**src/hw/rtl/mff_pkg.sv**
```systemverilog
package mff_pkg;

  // Item geometry
  localparam int PHASES       = 4;
  localparam int ADC_BITS     = 12;
  localparam int ENCODER_BITS = 16;

  // Field and state widths
  localparam int FUNC_W     = 2;
  localparam int CPR_W      = 16;
  localparam int POLES_W    = 7;
  localparam int GAIN_W     = 16;
  localparam int NSAMP_W    = 16;
  localparam int SUM_W      = 28;
  localparam int OFS_W      = 16;
  localparam int FRAC_BITS  = 4;
  localparam int CUR_W      = 16;
  localparam int VOLT_W     = 16;
  localparam int SPEED_W    = 32;
  localparam int SPEED_FRAC = 16;

  // Datapath widths
  localparam int RAWQ_W     = ADC_BITS + FRAC_BITS;
  localparam int DIFF_W     = ((RAWQ_W > OFS_W) ? RAWQ_W : OFS_W) + 1;
  localparam int CUR_PROD_W = DIFF_W + GAIN_W;
  localparam int CUR_SHIFT  = FRAC_BITS + GAIN_W;
  localparam int VOLT_A_W   = ADC_BITS + 1;
  localparam int VOLT_PROD_W = VOLT_A_W + GAIN_W;
  localparam int D_W        = CPR_W + 2;
  localparam int E_W        = D_W + SPEED_FRAC + 1;
  localparam int SPD_PROD_W = E_W + GAIN_W;
  localparam int CAL_N      = SUM_W + FRAC_BITS;

  // Function codes
  localparam logic [FUNC_W-1:0] FUNC_MEASURE = 2'd0;
  localparam logic [FUNC_W-1:0] FUNC_CLEAR   = 2'd1;
  localparam logic [FUNC_W-1:0] FUNC_CAL     = 2'd2;
  localparam logic [FUNC_W-1:0] FUNC_ZERO    = 2'd3;

  // Register map
  localparam int IDX_W  = 3;
  localparam int ADDR_W = IDX_W + 2;
  localparam int DATA_W = 32;
  localparam logic [IDX_W-1:0] REG_CPR       = 3'd0;
  localparam logic [IDX_W-1:0] REG_POLES     = 3'd1;
  localparam logic [IDX_W-1:0] REG_CUR_GAIN  = 3'd2;
  localparam logic [IDX_W-1:0] REG_VOLT_GAIN = 3'd3;
  localparam logic [IDX_W-1:0] REG_SPD_COEFF = 3'd4;

  typedef struct packed {
    logic [CPR_W-1:0]   cpr;
    logic [POLES_W-1:0] poles;
    logic [GAIN_W-1:0]  cur_gain;
    logic [GAIN_W-1:0]  volt_gain;
    logic [GAIN_W-1:0]  spd_coeff;
  } cfg_t;

  localparam cfg_t CFG_RESET = '{
    cpr:       16'd4096,
    poles:     7'd6,
    cur_gain:  16'd4096,
    volt_gain: 16'd4096,
    spd_coeff: 16'd3277
  };

  // 2048.0 in Q12.4
  localparam logic [OFS_W-1:0] OFS_RESET = 16'd32768;

endpackage

```
**src/hw/rtl/mff_stream_if.sv**
```systemverilog
interface mff_in_if import mff_pkg::*; ();
  logic                    valid;
  logic                    ready;
  logic [FUNC_W-1:0]       func;
  logic [ADC_BITS-1:0]     phase_a_raw;
  logic [ADC_BITS-1:0]     phase_b_raw;
  logic [ADC_BITS-1:0]     phase_c_raw;
  logic [ADC_BITS-1:0]     phase_d_raw;
  logic [ADC_BITS-1:0]     bus_voltage_raw;
  logic [ENCODER_BITS-1:0] encoder_count;
  logic [NSAMP_W-1:0]      sample_count;

  modport source (
    output valid, func, phase_a_raw, phase_b_raw, phase_c_raw, phase_d_raw,
           bus_voltage_raw, encoder_count, sample_count,
    input  ready
  );
  modport sink (
    input  valid, func, phase_a_raw, phase_b_raw, phase_c_raw, phase_d_raw,
           bus_voltage_raw, encoder_count, sample_count,
    output ready
  );
endinterface

interface mff_out_if import mff_pkg::*; ();
  logic                       valid;
  logic                       ready;
  logic signed [CUR_W-1:0]    phase_a_current;
  logic signed [CUR_W-1:0]    phase_b_current;
  logic signed [CUR_W-1:0]    phase_c_current;
  logic signed [CUR_W-1:0]    phase_d_current;
  logic [VOLT_W-1:0]          bus_voltage;
  logic [CPR_W-1:0]           rotor_angle;
  logic signed [SPEED_W-1:0]  rotor_speed;

  modport source (
    output valid, phase_a_current, phase_b_current, phase_c_current, phase_d_current,
           bus_voltage, rotor_angle, rotor_speed,
    input  ready
  );
  modport sink (
    input  valid, phase_a_current, phase_b_current, phase_c_current, phase_d_current,
           bus_voltage, rotor_angle, rotor_speed,
    output ready
  );
endinterface

```
**src/hw/rtl/mff_div_lane.sv**
```systemverilog
module mff_div_lane #(
  parameter int N = 16,
  parameter int M = 16
) (
  input  logic         clk,
  input  logic         rst_n,
  input  logic         start,
  input  logic [N-1:0] dividend,
  input  logic [M-1:0] divisor,
  output logic         busy,
  output logic [N-1:0] quot,
  output logic [M-1:0] rem
);

  localparam int CW = (N > 1) ? $clog2(N) : 1;
  localparam logic [CW-1:0] LAST = CW'(N - 1);

  logic          busy_r;
  logic [CW-1:0] cnt_r;
  logic [N-1:0]  q_r;
  logic [M-1:0]  r_r;
  logic [M-1:0]  d_r;
  logic [M+1:0]  trial;
  logic          ge;
  logic [M-1:0]  r_nxt;

  // Trial subtract of the divisor from the partial remainder with the next dividend bit
  always_comb begin
    trial = {1'b0, r_r, q_r[N-1]} - {2'b00, d_r};
    ge    = ~trial[M+1];
    r_nxt = ge ? trial[M-1:0] : {r_r[M-2:0], q_r[N-1]};
  end

  // Step counter: one quotient bit per cycle
  always_ff @(posedge clk) begin
    if (!rst_n) begin
      busy_r <= 1'b0;
      cnt_r  <= '0;
    end else if (start) begin
      busy_r <= 1'b1;
      cnt_r  <= '0;
    end else if (busy_r) begin
      cnt_r <= cnt_r + 1'b1;
      if (cnt_r == LAST) begin
        busy_r <= 1'b0;
      end
    end
  end

  // Shift dividend bits out and quotient bits in
  always_ff @(posedge clk) begin
    if (start) begin
      q_r <= dividend;
      r_r <= '0;
      d_r <= divisor;
    end else if (busy_r) begin
      q_r <= {q_r[N-2:0], ge};
      r_r <= r_nxt;
    end
  end

  assign busy = busy_r;
  assign quot = q_r;
  assign rem  = r_r;

endmodule

```
**src/hw/rtl/mff_mul_lane.sv**
```systemverilog
module mff_mul_lane #(
  parameter int AW = 17,
  parameter int BW = 16
) (
  input  logic                 clk,
  input  logic                 rst_n,
  input  logic                 start,
  input  logic signed [AW-1:0] a,
  input  logic [BW-1:0]        b,
  output logic                 busy,
  output logic signed [AW+BW-1:0] prod
);

  localparam int CW = (BW > 1) ? $clog2(BW) : 1;
  localparam logic [CW-1:0] LAST = CW'(BW - 1);

  logic          busy_r;
  logic [CW-1:0] cnt_r;
  logic [AW-1:0] a_r;
  logic [AW+BW-1:0] p_r;
  logic [AW:0]   sum;

  // Add the multiplicand to the upper half when the low multiplier bit is set
  always_comb begin
    sum = {p_r[AW+BW-1], p_r[AW+BW-1:BW]}
        + (p_r[0] ? {a_r[AW-1], a_r} : {(AW+1){1'b0}});
  end

  // Step counter: one multiplier bit per cycle
  always_ff @(posedge clk) begin
    if (!rst_n) begin
      busy_r <= 1'b0;
      cnt_r  <= '0;
    end else if (start) begin
      busy_r <= 1'b1;
      cnt_r  <= '0;
    end else if (busy_r) begin
      cnt_r <= cnt_r + 1'b1;
      if (cnt_r == LAST) begin
        busy_r <= 1'b0;
      end
    end
  end

  // Shift the partial product right, retiring one multiplier bit
  always_ff @(posedge clk) begin
    if (start) begin
      a_r <= a;
      p_r <= {{AW{1'b0}}, b};
    end else if (busy_r) begin
      p_r <= {sum, p_r[BW-1:1]};
    end
  end

  assign busy = busy_r;
  assign prod = signed'(p_r);

endmodule

```
**src/hw/rtl/mff_regs.sv**
```systemverilog
module mff_regs import mff_pkg::*; (
  input  logic              clk,
  input  logic              rst_n,
  input  logic              psel,
  input  logic              penable,
  input  logic              pwrite,
  input  logic [ADDR_W-1:0] paddr,
  input  logic [DATA_W-1:0] pwdata,
  output logic [DATA_W-1:0] prdata,
  output logic              pready,
  output cfg_t              cfg
);

  cfg_t             cfg_r;
  logic             wr_en;
  logic [IDX_W-1:0] idx;

  assign idx    = paddr[ADDR_W-1:2];
  assign wr_en  = psel & penable & pwrite;
  assign pready = 1'b1;

  // Register writes; addresses past the map are dropped
  always_ff @(posedge clk) begin
    if (!rst_n) begin
      cfg_r <= CFG_RESET;
    end else if (wr_en) begin
      unique case (idx)
        REG_CPR:       cfg_r.cpr       <= pwdata[CPR_W-1:0];
        REG_POLES:     cfg_r.poles     <= pwdata[POLES_W-1:0];
        REG_CUR_GAIN:  cfg_r.cur_gain  <= pwdata[GAIN_W-1:0];
        REG_VOLT_GAIN: cfg_r.volt_gain <= pwdata[GAIN_W-1:0];
        REG_SPD_COEFF: cfg_r.spd_coeff <= pwdata[GAIN_W-1:0];
        default: ;
      endcase
    end
  end

  // Read mux
  always_comb begin
    unique case (idx)
      REG_CPR:       prdata = DATA_W'(cfg_r.cpr);
      REG_POLES:     prdata = DATA_W'(cfg_r.poles);
      REG_CUR_GAIN:  prdata = DATA_W'(cfg_r.cur_gain);
      REG_VOLT_GAIN: prdata = DATA_W'(cfg_r.volt_gain);
      REG_SPD_COEFF: prdata = DATA_W'(cfg_r.spd_coeff);
      default:       prdata = '0;
    endcase
  end

  assign cfg = cfg_r;

endmodule

```
**src/hw/rtl/motor_feedback_frontend_core.sv**
```systemverilog
// Measure item: accept, prepare, divide, start the multiplies, then load the output
// register; the next item is taken after that load, later while an earlier result still waits in the output register.
// Calibration, capture and clear items return to idle with no output; a calibration
// item with a zero sample count skips the divider. Serial lanes, one bit per cycle: 16-step encoder
// modulo, 32-step offset divider, 16-step multipliers. rst_n (synchronous, active low)
// restores register defaults, offsets to 2048.0, clears sums, zero, count, speed, output.
module motor_feedback_frontend_core import mff_pkg::*; (
  input  logic              clk,
  input  logic              rst_n,
  mff_in_if.sink            in_if,
  mff_out_if.source         out_if,
  input  logic              psel,
  input  logic              penable,
  input  logic              pwrite,
  input  logic [ADDR_W-1:0] paddr,
  input  logic [DATA_W-1:0] pwdata,
  output logic [DATA_W-1:0] prdata,
  output logic              pready
);

  localparam logic [2:0] S_IDLE = 3'd0;
  localparam logic [2:0] S_PREP = 3'd1;
  localparam logic [2:0] S_DIV  = 3'd2;
  localparam logic [2:0] S_MST  = 3'd3;
  localparam logic [2:0] S_MUL  = 3'd4;

  localparam logic signed [E_W:0] SPD_MAX = {{(E_W + 2 - SPEED_W){1'b0}}, {(SPEED_W-1){1'b1}}};
  localparam logic signed [E_W:0] SPD_MIN = {{(E_W + 2 - SPEED_W){1'b1}}, {(SPEED_W-1){1'b0}}};

  cfg_t cfg;

  logic [2:0] state_r, state_nxt;
  logic       in_acc;

  // Latched item
  logic [FUNC_W-1:0]       func_r;
  logic [ADC_BITS-1:0]     raw_r [PHASES];
  logic [ADC_BITS-1:0]     vraw_r;
  logic [ENCODER_BITS-1:0] enc_r;
  logic [NSAMP_W-1:0]      nsamp_r;

  // Block state
  logic [OFS_W-1:0]          ofs_r [PHASES];
  logic [SUM_W-1:0]          sum_r [PHASES];
  logic [SUM_W-1:0]          sum_add [PHASES];
  logic [CPR_W-1:0]          prev_r;
  logic [CPR_W-1:0]          azero_r;
  logic signed [SPEED_W-1:0] fs_r;

  // Measure intermediates
  logic [CPR_W-1:0]      angle_r;
  logic signed [D_W-1:0] dlt_r;

  // Output register
  logic                      out_valid_r;
  logic signed [CUR_W-1:0]   cur_out_r [PHASES];
  logic [VOLT_W-1:0]         volt_out_r;
  logic [CPR_W-1:0]          angle_out_r;
  logic signed [SPEED_W-1:0] speed_out_r;

  // Lane handshakes
  logic                div_start, cal_start, mul_start;
  logic                enc_busy, az_busy, align_busy;
  logic [PHASES-1:0]   cal_busy;
  logic [PHASES-1:0]   cur_busy;
  logic                volt_busy, spd_busy;
  logic                div_busy, mul_busy, div_done, finish;

  // Lane results
  logic [ENCODER_BITS-1:0] enc_quot;
  logic [CPR_W-1:0]        enc_rem;
  logic [CPR_W-1:0]        az_quot;
  logic [CPR_W-1:0]        az_rem;
  logic [CPR_W-1:0]        align_quot;
  logic [POLES_W:0]        align_rem;
  logic [CAL_N-1:0]        cal_quot [PHASES];
  logic [NSAMP_W-1:0]      cal_rem [PHASES];
  logic signed [CUR_PROD_W-1:0]  cur_prod [PHASES];
  logic signed [VOLT_PROD_W-1:0] volt_prod;
  logic signed [SPD_PROD_W-1:0]  spd_prod;

  // Effective configuration
  logic [CPR_W-1:0]   cpr_eff;
  logic [POLES_W-1:0] poles_eff;
  logic [POLES_W:0]   pole_div;

  // Combinational datapath
  logic [CPR_W-1:0]      cnt;
  logic [CPR_W-1:0]      angle_nxt;
  logic [CPR_W-1:0]      azero_nxt;
  logic signed [D_W-1:0] d0, d1, d2, half_s, cpr_s;
  logic signed [DIFF_W-1:0] diff [PHASES];
  logic signed [VOLT_A_W-1:0] volt_a;
  logic signed [E_W-1:0] err;
  logic signed [E_W-1:0] spd_step;
  logic signed [E_W:0]   spd_sum;
  logic signed [SPEED_W-1:0] spd_sat;
  logic signed [CUR_PROD_W-CUR_SHIFT-1:0] cur_val [PHASES];

  mff_regs u_regs (
    .clk     (clk),
    .rst_n   (rst_n),
    .psel    (psel),
    .penable (penable),
    .pwrite  (pwrite),
    .paddr   (paddr),
    .pwdata  (pwdata),
    .prdata  (prdata),
    .pready  (pready),
    .cfg     (cfg)
  );

  assign cpr_eff   = (cfg.cpr < CPR_W'(2)) ? CPR_W'(2) : cfg.cpr;
  assign poles_eff = (cfg.poles == '0) ? POLES_W'(1) : cfg.poles;
  assign pole_div  = {poles_eff, 1'b0};

  assign in_acc       = in_if.valid & in_if.ready;
  assign in_if.ready  = (state_r == S_IDLE);

  assign div_start = (state_r == S_PREP) && ((func_r == FUNC_MEASURE) || (func_r == FUNC_ZERO));
  assign cal_start = (state_r == S_PREP) && (func_r == FUNC_CAL) && (nsamp_r != '0);
  assign mul_start = (state_r == S_MST);

  assign div_busy = enc_busy | az_busy | align_busy | (|cal_busy);
  assign mul_busy = (|cur_busy) | volt_busy | spd_busy;
  assign div_done = (state_r == S_DIV) && !div_busy;
  assign finish   = (state_r == S_MUL) && !mul_busy && (!out_valid_r || out_if.ready);

  // Sequencer
  always_comb begin
    state_nxt = state_r;
    unique case (state_r)
      S_IDLE: if (in_acc) state_nxt = S_PREP;
      S_PREP: begin
        priority if (div_start || cal_start) state_nxt = S_DIV;
        else state_nxt = S_IDLE;
      end
      S_DIV:  if (div_done) state_nxt = (func_r == FUNC_MEASURE) ? S_MST : S_IDLE;
      S_MST:  state_nxt = S_MUL;
      S_MUL:  if (finish) state_nxt = S_IDLE;
      default: state_nxt = S_IDLE;
    endcase
  end

  always_ff @(posedge clk) begin
    if (!rst_n) begin
      state_r <= S_IDLE;
    end else begin
      state_r <= state_nxt;
    end
  end

  // Encoder count modulo the revolution, angle zero modulo the revolution, alignment
  mff_div_lane #(.N(ENCODER_BITS), .M(CPR_W)) u_enc_mod (
    .clk (clk), .rst_n (rst_n), .start (div_start),
    .dividend (enc_r), .divisor (cpr_eff),
    .busy (enc_busy), .quot (enc_quot), .rem (enc_rem)
  );

  mff_div_lane #(.N(CPR_W), .M(CPR_W)) u_az_mod (
    .clk (clk), .rst_n (rst_n), .start (div_start),
    .dividend (azero_r), .divisor (cpr_eff),
    .busy (az_busy), .quot (az_quot), .rem (az_rem)
  );

  mff_div_lane #(.N(CPR_W), .M(POLES_W + 1)) u_align_div (
    .clk (clk), .rst_n (rst_n), .start (div_start),
    .dividend (cpr_eff), .divisor (pole_div),
    .busy (align_busy), .quot (align_quot), .rem (align_rem)
  );

  // Calibration sums and offset dividers, one per phase
  for (genvar k = 0; k < PHASES; k++) begin : g_cal
    assign sum_add[k] = sum_r[k] + SUM_W'(raw_r[k]);

    mff_div_lane #(.N(CAL_N), .M(NSAMP_W)) u_cal_div (
      .clk (clk), .rst_n (rst_n), .start (cal_start),
      .dividend ({sum_add[k], {FRAC_BITS{1'b0}}}), .divisor (nsamp_r),
      .busy (cal_busy[k]), .quot (cal_quot[k]), .rem (cal_rem[k])
    );
  end

  // Angle and wrapped count delta once the modulo lanes finish
  always_comb begin
    cnt       = enc_rem;
    angle_nxt = cnt - az_rem + ((cnt >= az_rem) ? '0 : cpr_eff);
    azero_nxt = cnt - align_quot + ((cnt >= align_quot) ? '0 : cpr_eff);
    half_s    = D_W'(cpr_eff >> 1);
    cpr_s     = D_W'(cpr_eff);
    d0        = D_W'(cnt) - D_W'(prev_r);
    d1        = (d0 > half_s) ? d0 - cpr_s : d0;
    d2        = (d1 < -half_s) ? d1 + cpr_s : d1;
  end

  // Multiplier operands
  always_comb begin
    volt_a = VOLT_A_W'(vraw_r);
    err    = {{(E_W - D_W - SPEED_FRAC){dlt_r[D_W-1]}}, dlt_r, {SPEED_FRAC{1'b0}}}
           - E_W'(fs_r);
  end

  for (genvar k = 0; k < PHASES; k++) begin : g_cur
    assign diff[k] = DIFF_W'({raw_r[k], {FRAC_BITS{1'b0}}}) - DIFF_W'(ofs_r[k]);

    mff_mul_lane #(.AW(DIFF_W), .BW(GAIN_W)) u_cur_mul (
      .clk (clk), .rst_n (rst_n), .start (mul_start),
      .a (diff[k]), .b (cfg.cur_gain),
      .busy (cur_busy[k]), .prod (cur_prod[k])
    );

    // Floor shift; the shifted product always fits the output width
    assign cur_val[k] = cur_prod[k][CUR_PROD_W-1:CUR_SHIFT];
  end

  mff_mul_lane #(.AW(VOLT_A_W), .BW(GAIN_W)) u_volt_mul (
    .clk (clk), .rst_n (rst_n), .start (mul_start),
    .a (volt_a), .b (cfg.volt_gain),
    .busy (volt_busy), .prod (volt_prod)
  );

  mff_mul_lane #(.AW(E_W), .BW(GAIN_W)) u_spd_mul (
    .clk (clk), .rst_n (rst_n), .start (mul_start),
    .a (err), .b (cfg.spd_coeff),
    .busy (spd_busy), .prod (spd_prod)
  );

  // Low-pass update with saturation to the speed width
  always_comb begin
    spd_step = spd_prod[SPD_PROD_W-1:SPEED_FRAC];
    spd_sum  = (E_W+1)'(fs_r) + (E_W+1)'(spd_step);
    priority if (spd_sum > SPD_MAX) spd_sat = SPD_MAX[SPEED_W-1:0];
    else if (spd_sum < SPD_MIN)     spd_sat = SPD_MIN[SPEED_W-1:0];
    else                            spd_sat = spd_sum[SPEED_W-1:0];
  end

  // Latch the accepted item
  always_ff @(posedge clk) begin
    if (in_acc) begin
      func_r   <= in_if.func;
      raw_r[0] <= in_if.phase_a_raw;
      raw_r[1] <= in_if.phase_b_raw;
      raw_r[2] <= in_if.phase_c_raw;
      raw_r[3] <= in_if.phase_d_raw;
      vraw_r   <= in_if.bus_voltage_raw;
      enc_r    <= in_if.encoder_count;
      nsamp_r  <= in_if.sample_count;
    end
  end

  // Calibration state
  always_ff @(posedge clk) begin
    for (int k = 0; k < PHASES; k++) begin
      if (!rst_n) begin
        sum_r[k] <= '0;
        ofs_r[k] <= OFS_RESET;
      end else begin
        if (state_r == S_PREP && func_r == FUNC_CLEAR) begin
          sum_r[k] <= '0;
        end else if (state_r == S_PREP && func_r == FUNC_CAL) begin
          sum_r[k] <= sum_add[k];
        end
        if (div_done && func_r == FUNC_CAL) begin
          ofs_r[k] <= (|cal_quot[k][CAL_N-1:OFS_W]) ? {OFS_W{1'b1}} : cal_quot[k][OFS_W-1:0];
        end
      end
    end
  end

  // Position and speed state
  always_ff @(posedge clk) begin
    if (!rst_n) begin
      prev_r  <= '0;
      azero_r <= '0;
      fs_r    <= '0;
    end else begin
      if (div_done && func_r == FUNC_ZERO) begin
        azero_r <= azero_nxt;
        prev_r  <= cnt;
        fs_r    <= '0;
      end else if (div_done && func_r == FUNC_MEASURE) begin
        prev_r <= cnt;
      end
      if (finish) begin
        fs_r <= spd_sat;
      end
    end
  end

  // Hold angle and delta for the multiply phase
  always_ff @(posedge clk) begin
    if (div_done) begin
      angle_r <= angle_nxt;
      dlt_r   <= d2;
    end
  end

  // Output register: load on finish, drop when taken
  always_ff @(posedge clk) begin
    if (!rst_n) begin
      out_valid_r <= 1'b0;
    end else if (finish) begin
      out_valid_r <= 1'b1;
    end else if (out_if.ready) begin
      out_valid_r <= 1'b0;
    end
  end

  always_ff @(posedge clk) begin
    if (finish) begin
      for (int k = 0; k < PHASES; k++) begin
        cur_out_r[k] <= CUR_W'(cur_val[k]);
      end
      volt_out_r  <= VOLT_W'(volt_prod[ADC_BITS+GAIN_W-1:GAIN_W]);
      angle_out_r <= angle_r;
      speed_out_r <= spd_sat;
    end
  end

  assign out_if.valid           = out_valid_r;
  assign out_if.phase_a_current = cur_out_r[0];
  assign out_if.phase_b_current = cur_out_r[1];
  assign out_if.phase_c_current = cur_out_r[2];
  assign out_if.phase_d_current = cur_out_r[3];
  assign out_if.bus_voltage     = volt_out_r;
  assign out_if.rotor_angle     = angle_out_r;
  assign out_if.rotor_speed     = speed_out_r;

endmodule

```
**src/flat_wrapper.sv**
```systemverilog
// flat-port wrapper written by rule: the top's interface ports become plain ports
module motor_feedback_frontend_core_flat import mff_pkg::*;
  (clk, rst_n, psel, penable, pwrite, paddr, pwdata, prdata, pready, in_if_valid, in_if_func, in_if_phase_a_raw, in_if_phase_b_raw, in_if_phase_c_raw, in_if_phase_d_raw, in_if_bus_voltage_raw, in_if_encoder_count, in_if_sample_count, in_if_ready, out_if_valid, out_if_phase_a_current, out_if_phase_b_current, out_if_phase_c_current, out_if_phase_d_current, out_if_bus_voltage, out_if_rotor_angle, out_if_rotor_speed, out_if_ready);
  mff_in_if in_if_i ();
  mff_out_if out_if_i ();
  input  logic clk;
  input  logic rst_n;
  input  logic psel;
  input  logic penable;
  input  logic pwrite;
  input  logic [ADDR_W-1:0] paddr;
  input  logic [DATA_W-1:0] pwdata;
  output logic [DATA_W-1:0] prdata;
  output logic pready;
  input wire logic [$bits(in_if_i.valid)-1:0] in_if_valid;
  input wire logic [$bits(in_if_i.func)-1:0] in_if_func;
  input wire logic [$bits(in_if_i.phase_a_raw)-1:0] in_if_phase_a_raw;
  input wire logic [$bits(in_if_i.phase_b_raw)-1:0] in_if_phase_b_raw;
  input wire logic [$bits(in_if_i.phase_c_raw)-1:0] in_if_phase_c_raw;
  input wire logic [$bits(in_if_i.phase_d_raw)-1:0] in_if_phase_d_raw;
  input wire logic [$bits(in_if_i.bus_voltage_raw)-1:0] in_if_bus_voltage_raw;
  input wire logic [$bits(in_if_i.encoder_count)-1:0] in_if_encoder_count;
  input wire logic [$bits(in_if_i.sample_count)-1:0] in_if_sample_count;
  output wire logic [$bits(in_if_i.ready)-1:0] in_if_ready;
  output wire logic [$bits(out_if_i.valid)-1:0] out_if_valid;
  output wire logic [$bits(out_if_i.phase_a_current)-1:0] out_if_phase_a_current;
  output wire logic [$bits(out_if_i.phase_b_current)-1:0] out_if_phase_b_current;
  output wire logic [$bits(out_if_i.phase_c_current)-1:0] out_if_phase_c_current;
  output wire logic [$bits(out_if_i.phase_d_current)-1:0] out_if_phase_d_current;
  output wire logic [$bits(out_if_i.bus_voltage)-1:0] out_if_bus_voltage;
  output wire logic [$bits(out_if_i.rotor_angle)-1:0] out_if_rotor_angle;
  output wire logic [$bits(out_if_i.rotor_speed)-1:0] out_if_rotor_speed;
  input wire logic [$bits(out_if_i.ready)-1:0] out_if_ready;
  assign in_if_i.valid = in_if_valid;
  assign in_if_i.func = in_if_func;
  assign in_if_i.phase_a_raw = in_if_phase_a_raw;
  assign in_if_i.phase_b_raw = in_if_phase_b_raw;
  assign in_if_i.phase_c_raw = in_if_phase_c_raw;
  assign in_if_i.phase_d_raw = in_if_phase_d_raw;
  assign in_if_i.bus_voltage_raw = in_if_bus_voltage_raw;
  assign in_if_i.encoder_count = in_if_encoder_count;
  assign in_if_i.sample_count = in_if_sample_count;
  assign in_if_ready = in_if_i.ready;
  assign out_if_valid = out_if_i.valid;
  assign out_if_phase_a_current = out_if_i.phase_a_current;
  assign out_if_phase_b_current = out_if_i.phase_b_current;
  assign out_if_phase_c_current = out_if_i.phase_c_current;
  assign out_if_phase_d_current = out_if_i.phase_d_current;
  assign out_if_bus_voltage = out_if_i.bus_voltage;
  assign out_if_rotor_angle = out_if_i.rotor_angle;
  assign out_if_rotor_speed = out_if_i.rotor_speed;
  assign out_if_i.ready = out_if_ready;
  motor_feedback_frontend_core u_core (.clk(clk), .rst_n(rst_n), .in_if(in_if_i), .out_if(out_if_i), .psel(psel), .penable(penable), .pwrite(pwrite), .paddr(paddr), .pwdata(pwdata), .prdata(prdata), .pready(pready));
endmodule
```
**config.mk**
```make
export PLATFORM = sky130hd
export DESIGN_NAME = motor_feedback_frontend_core_flat
export DESIGN_NICKNAME = d
export VERILOG_FILES = /design/src/hw/rtl/mff_pkg.sv /design/src/hw/rtl/mff_stream_if.sv /design/src/hw/rtl/mff_div_lane.sv /design/src/hw/rtl/mff_mul_lane.sv /design/src/hw/rtl/mff_regs.sv /design/src/hw/rtl/motor_feedback_frontend_core.sv /design/src/flat_wrapper.sv
export SDC_FILE = /design/constraint.sdc
export NUM_CORES = 2
export LEC_CHECK = 0
export BUFFER_PORTS_ARGS = -buffer_cell sky130_fd_sc_hd__buf_2
export CAP_MARGIN = 10
export CORE_MARGIN = 2
export CORE_UTILIZATION = 60
export DETAILED_ROUTE_END_ITERATION = 6
export MAX_ROUTING_LAYER = met4
export PLACE_DENSITY = 0.88
export SETUP_SLACK_MARGIN = 0.1
export SLEW_MARGIN = 30
export SYNTH_ARGS = -nofsm -noshare
export SYNTH_HDL_FRONTEND = slang
export SYNTH_HIERARCHICAL = 1
export SYNTH_SLANG_ARGS = --single-unit
export TNS_END_PERCENT = 20
```
**constraint.sdc**
```tcl
create_clock -name clk -period 22.7 [get_ports clk]
set_clock_uncertainty 0.15 [all_clocks]
set_input_delay 4.54 -clock clk [delete_from_list [all_inputs] [get_ports clk]]
set_output_delay 4.54 -clock clk [all_outputs]
set_load 0.05 [all_outputs]
```
==> impl_metrics.ini <==
[final_layout]
utilization_pct = 66.30
area_growth_pct = 9.647
fin_nets = 8294
fill_cells = 9281
drive_gt1_share_pct = 13.40

[clocking]
cts_buffer_depth = 3
h-tree-depth = 4
cts-root-buf = clkbuf_16
postCtsSetupBuffers = 0
clock_latency_ns = 0.79
cts.repair.resized = 0
cts_buffers = 143
cts.sinks = 1336
hold_buffers = 0
cts_tree = built
cts.reportedPaths.clkPinSlew_ns = 0.05

[die]
die_y_um = 362.5
start_util_pct = 60.47
placementRows = 131
die_area_um2 = 131400
io_pins = 301
design.core.area_um2 = 127500
die_w_um = 362.5

[setup_path]
cp-end-kind = primary output
path_buf_inv = 2
critPathRequiredTime_ns = 18.01
cp-startpoint = paddr[2]
crit_top_cell = buf_2
cp_max_fo = 26
arrival_ns = 6.30
worst_path_max_delay_cell = nor2b_1
cp_cell_sequence = buf_2 > nor2b_1 > a22oi_1 > o22ai_1 > buf_2
r2r_slack_ns = 13.91
critical_path_class = in2out
critPathMaxStageDelay_ns = 0.53
worstReg2RegStart = u_core/u_enc_mod/rem[0]
critPathTopFamily = buffers and inverters
cp-start-kind = input port

[global_routing]
grt_pass1_wl_um = 297900
grt_antenna_before_repair = 8
grt_start_max_net_pins = 131
grt_use_total_pct = 29.10
overflow = 0
first_global_vias = 55980

[synthesis]
ys_ff_latch = 1336
syn_inst = 7349
netlist_area_um2 = 77110
yosys_warnings = 6
synth-xor-area-share_pct = 4.628
synthFlopType = edfxtp_1
ys_types = 133
synthMuxAreaShare_pct = 6.135
seq_area_frac_synth_pct = 46.47
synth_compound_area_share_pct = 14.47
synth_top_family_by_area = compound AO/OA/AOI/OAI gates
syn_area_per_cell_um2 = 10.49
synth_edf_count = 908
synthAdderAreaFrac_pct = 10.03
synthSimpleGateAreaFrac_pct = 13.78
synthArstFlopShare_pct = 0

[power]
power.share.clock_pct = 21.1
pwr_density_cell_nw_per_um2 = 133.7
p_seq_share_pct = 32.4
p_leak_nw = 33.54
max-vdd-ir-drop_mv = 0.1302
power.switching_mw = 4.550
power.internal_mw = 6.754
p_comb_share_pct = 46.5
p_sw_share_pct = 40.25

[timing]
rsz0062_at_grt = no
final.period_utilization_pct = 48.43
fin_setup_tns_ns = 0
worstMarginPinSlew_ns = 0.9301
setup_viol_count_final = 0
maxSlewHeadroom_pct = 37.18
slew_viol_final = 0
fin_crit_ns = 10.99
hold_viol_final = 0
max_freq_ghz = 0.09097

[routing]
wl_per_cell_um = 20.33
firstDrtPassIters = 7
viasPerCell = 6.169
vias = 57740
routed_wl_um = 190300
ant_nets = 0
drt-initial-drc-count = 5651
drc = 1

[min_path]
min-delay-start = u_core/vraw_r[4]
hp-class = reg2reg

[placed_design]
dpl.hpwl_um = 132500
port_buffers = 261
place.gp.congestion = 0.9705

[job]
drv_cap = 0

[run_status]
violations = design-rule violations
status = complete, but fails checks
## kinds of logic after synthesis
family,count (synthesis)
xor gates and xnor gates,405
DFF,1336
buffers and inverters,793
other,3
adders and majority gates,588
muxes,435
and+or+nand+nor,2170
AOI/OAI and AO/OA,1619
## worst paths after layout
| check | to | depth (start not counted) |
|---|---|---|
| min | u_core/u_volt_mul/a_r[4] | 0 |
| max | prdata[0] | 5 |
| min reg2reg | u_core/u_volt_mul/a_r[4] | 0 |
| max reg2reg | u_core/dlt_r[17] | 31 |
## power groups by stage
| stage | clock (mW) | sequential (mW) | combinational, mW |
|---|---|---|---|
| after floorplan | 0 | 3.58 | 4.08 |
| after global placement | 0 | 3.67 | 4.92 |
| after detailed placement | 0 | 3.70 | 5.11 |
| after CTS | 2.42 | 3.65 | 5.18 |
| after global routing | 2.52 | 3.70 | 5.79 |
| final | 2.39 | 3.66 | 5.26 |
## per-layer routing
layer,wire length [µm],GRT usage (%),vias to the layer above
met3,15490,4.606,467
met5,0,-,-
met1,77180,36.90,27810
met2,90980,47.20,2418
met4,6610,10.80,0
li1,-,-,27050
## flip-flops by register name, summed over array words and instances (netlist names), 51 cells and up
name and count:
u_core/ofs_r 64, u_core/g_cur.u_cur_mul/a_r 68, u_core/u_regs/cfg 71, u_core/cur_out_r 52, u_core/sum_r 112, u_core/g_cal.u_cal_div/quot 128, u_core/g_cal.u_cal_div/rem 64, u_core/g_cal.u_cal_div/d_r 64
u_core/g_cur.u_cur_mul/prod 132, u_core/u_spd_mul/prod 51
## cell type report
cell class | instances | area (µm²) | share of cell area [%]
Multi-Input combinational cell | 5258 | 38050 | 45.01
Sequential cell | 1336 | 35840 | 42.39
Clock buffer | 177 | 3904 | 4.617
Tap cell | 1662 | 2079 | 2.460
Inverter | 504 | 1899 | 2.247
Timing Repair Buffer | 327 | 1864 | 2.205
Clock inverter | 91 | 895.9 | 1.060
Antenna cell | 4 | 10.01 | 0.01184
## per-stage QoR
| step | power (mW) | hold slack (ns) | setup WS [ns] | area, µm² | cells |
|---|---|---|---|---|---|
| final | 11.30 | 0.2671 | 11.71 | 84540 | 9359 |
| after global routing | 12.01 | 0.2681 | 11.69 | 84540 | 9357 |
| after CTS | 11.26 | 0.2638 | 11.78 | 84510 | 9355 |
| after detailed placement | 8.804 | 0.2552 | 11.78 | 79710 | 9087 |
| after global placement | 8.594 | 0.2557 | 11.82 | 79660 | 9085 |
| after floorplan | 7.659 | 0.2503 | 11.87 | 77250 | 7387 |
## synth_stat cells (139+ instances only)
| cell type | n | area, µm² |
|---|---|---|
| edfxtp_1 | 908 | 27270 |
| nor2_1 | 599 | 2248 |
| nand2_1 | 558 | 2095 |
| ha_1 | 535 | 6694 |
| inv_1 | 490 | 1839 |
| dfxtp_1 | 428 | 8568 |
| a21oi_1 | 417 | 2087 |
| o21ai_0 | 278 | 1391 |
| xnor2_1 | 264 | 2312 |
| mux2_2 | 254 | 2860 |
| and2_1 | 225 | 1408 |
| clkbuf_1 | 167 | 626.9 |
| mux2i_1 | 146 | 1461 |
| nand3_1 | 145 | 725.7 |
| xor2_1 | 139 | 1217 |
## placed cells by master (no fill, tap or decap), types with 106 or more instances in the layout
cell type / count
xor2_1: 139
buf_2: 260
nor2b_1: 106
o21a_1: 106
mux2i_1: 146
clkbuf_16: 149
a21oi_1: 417
ha_1: 535
nand2_1: 557
o21ai_0: 276
dfxtp_1: 424
a21o_1: 132
nand3_1: 144
inv_1: 489
mux2_2: 254
edfxtp_1: 908
and2_1: 223
xnor2_1: 264
nor2_1: 596
Power figures use the tool's default switching activity.
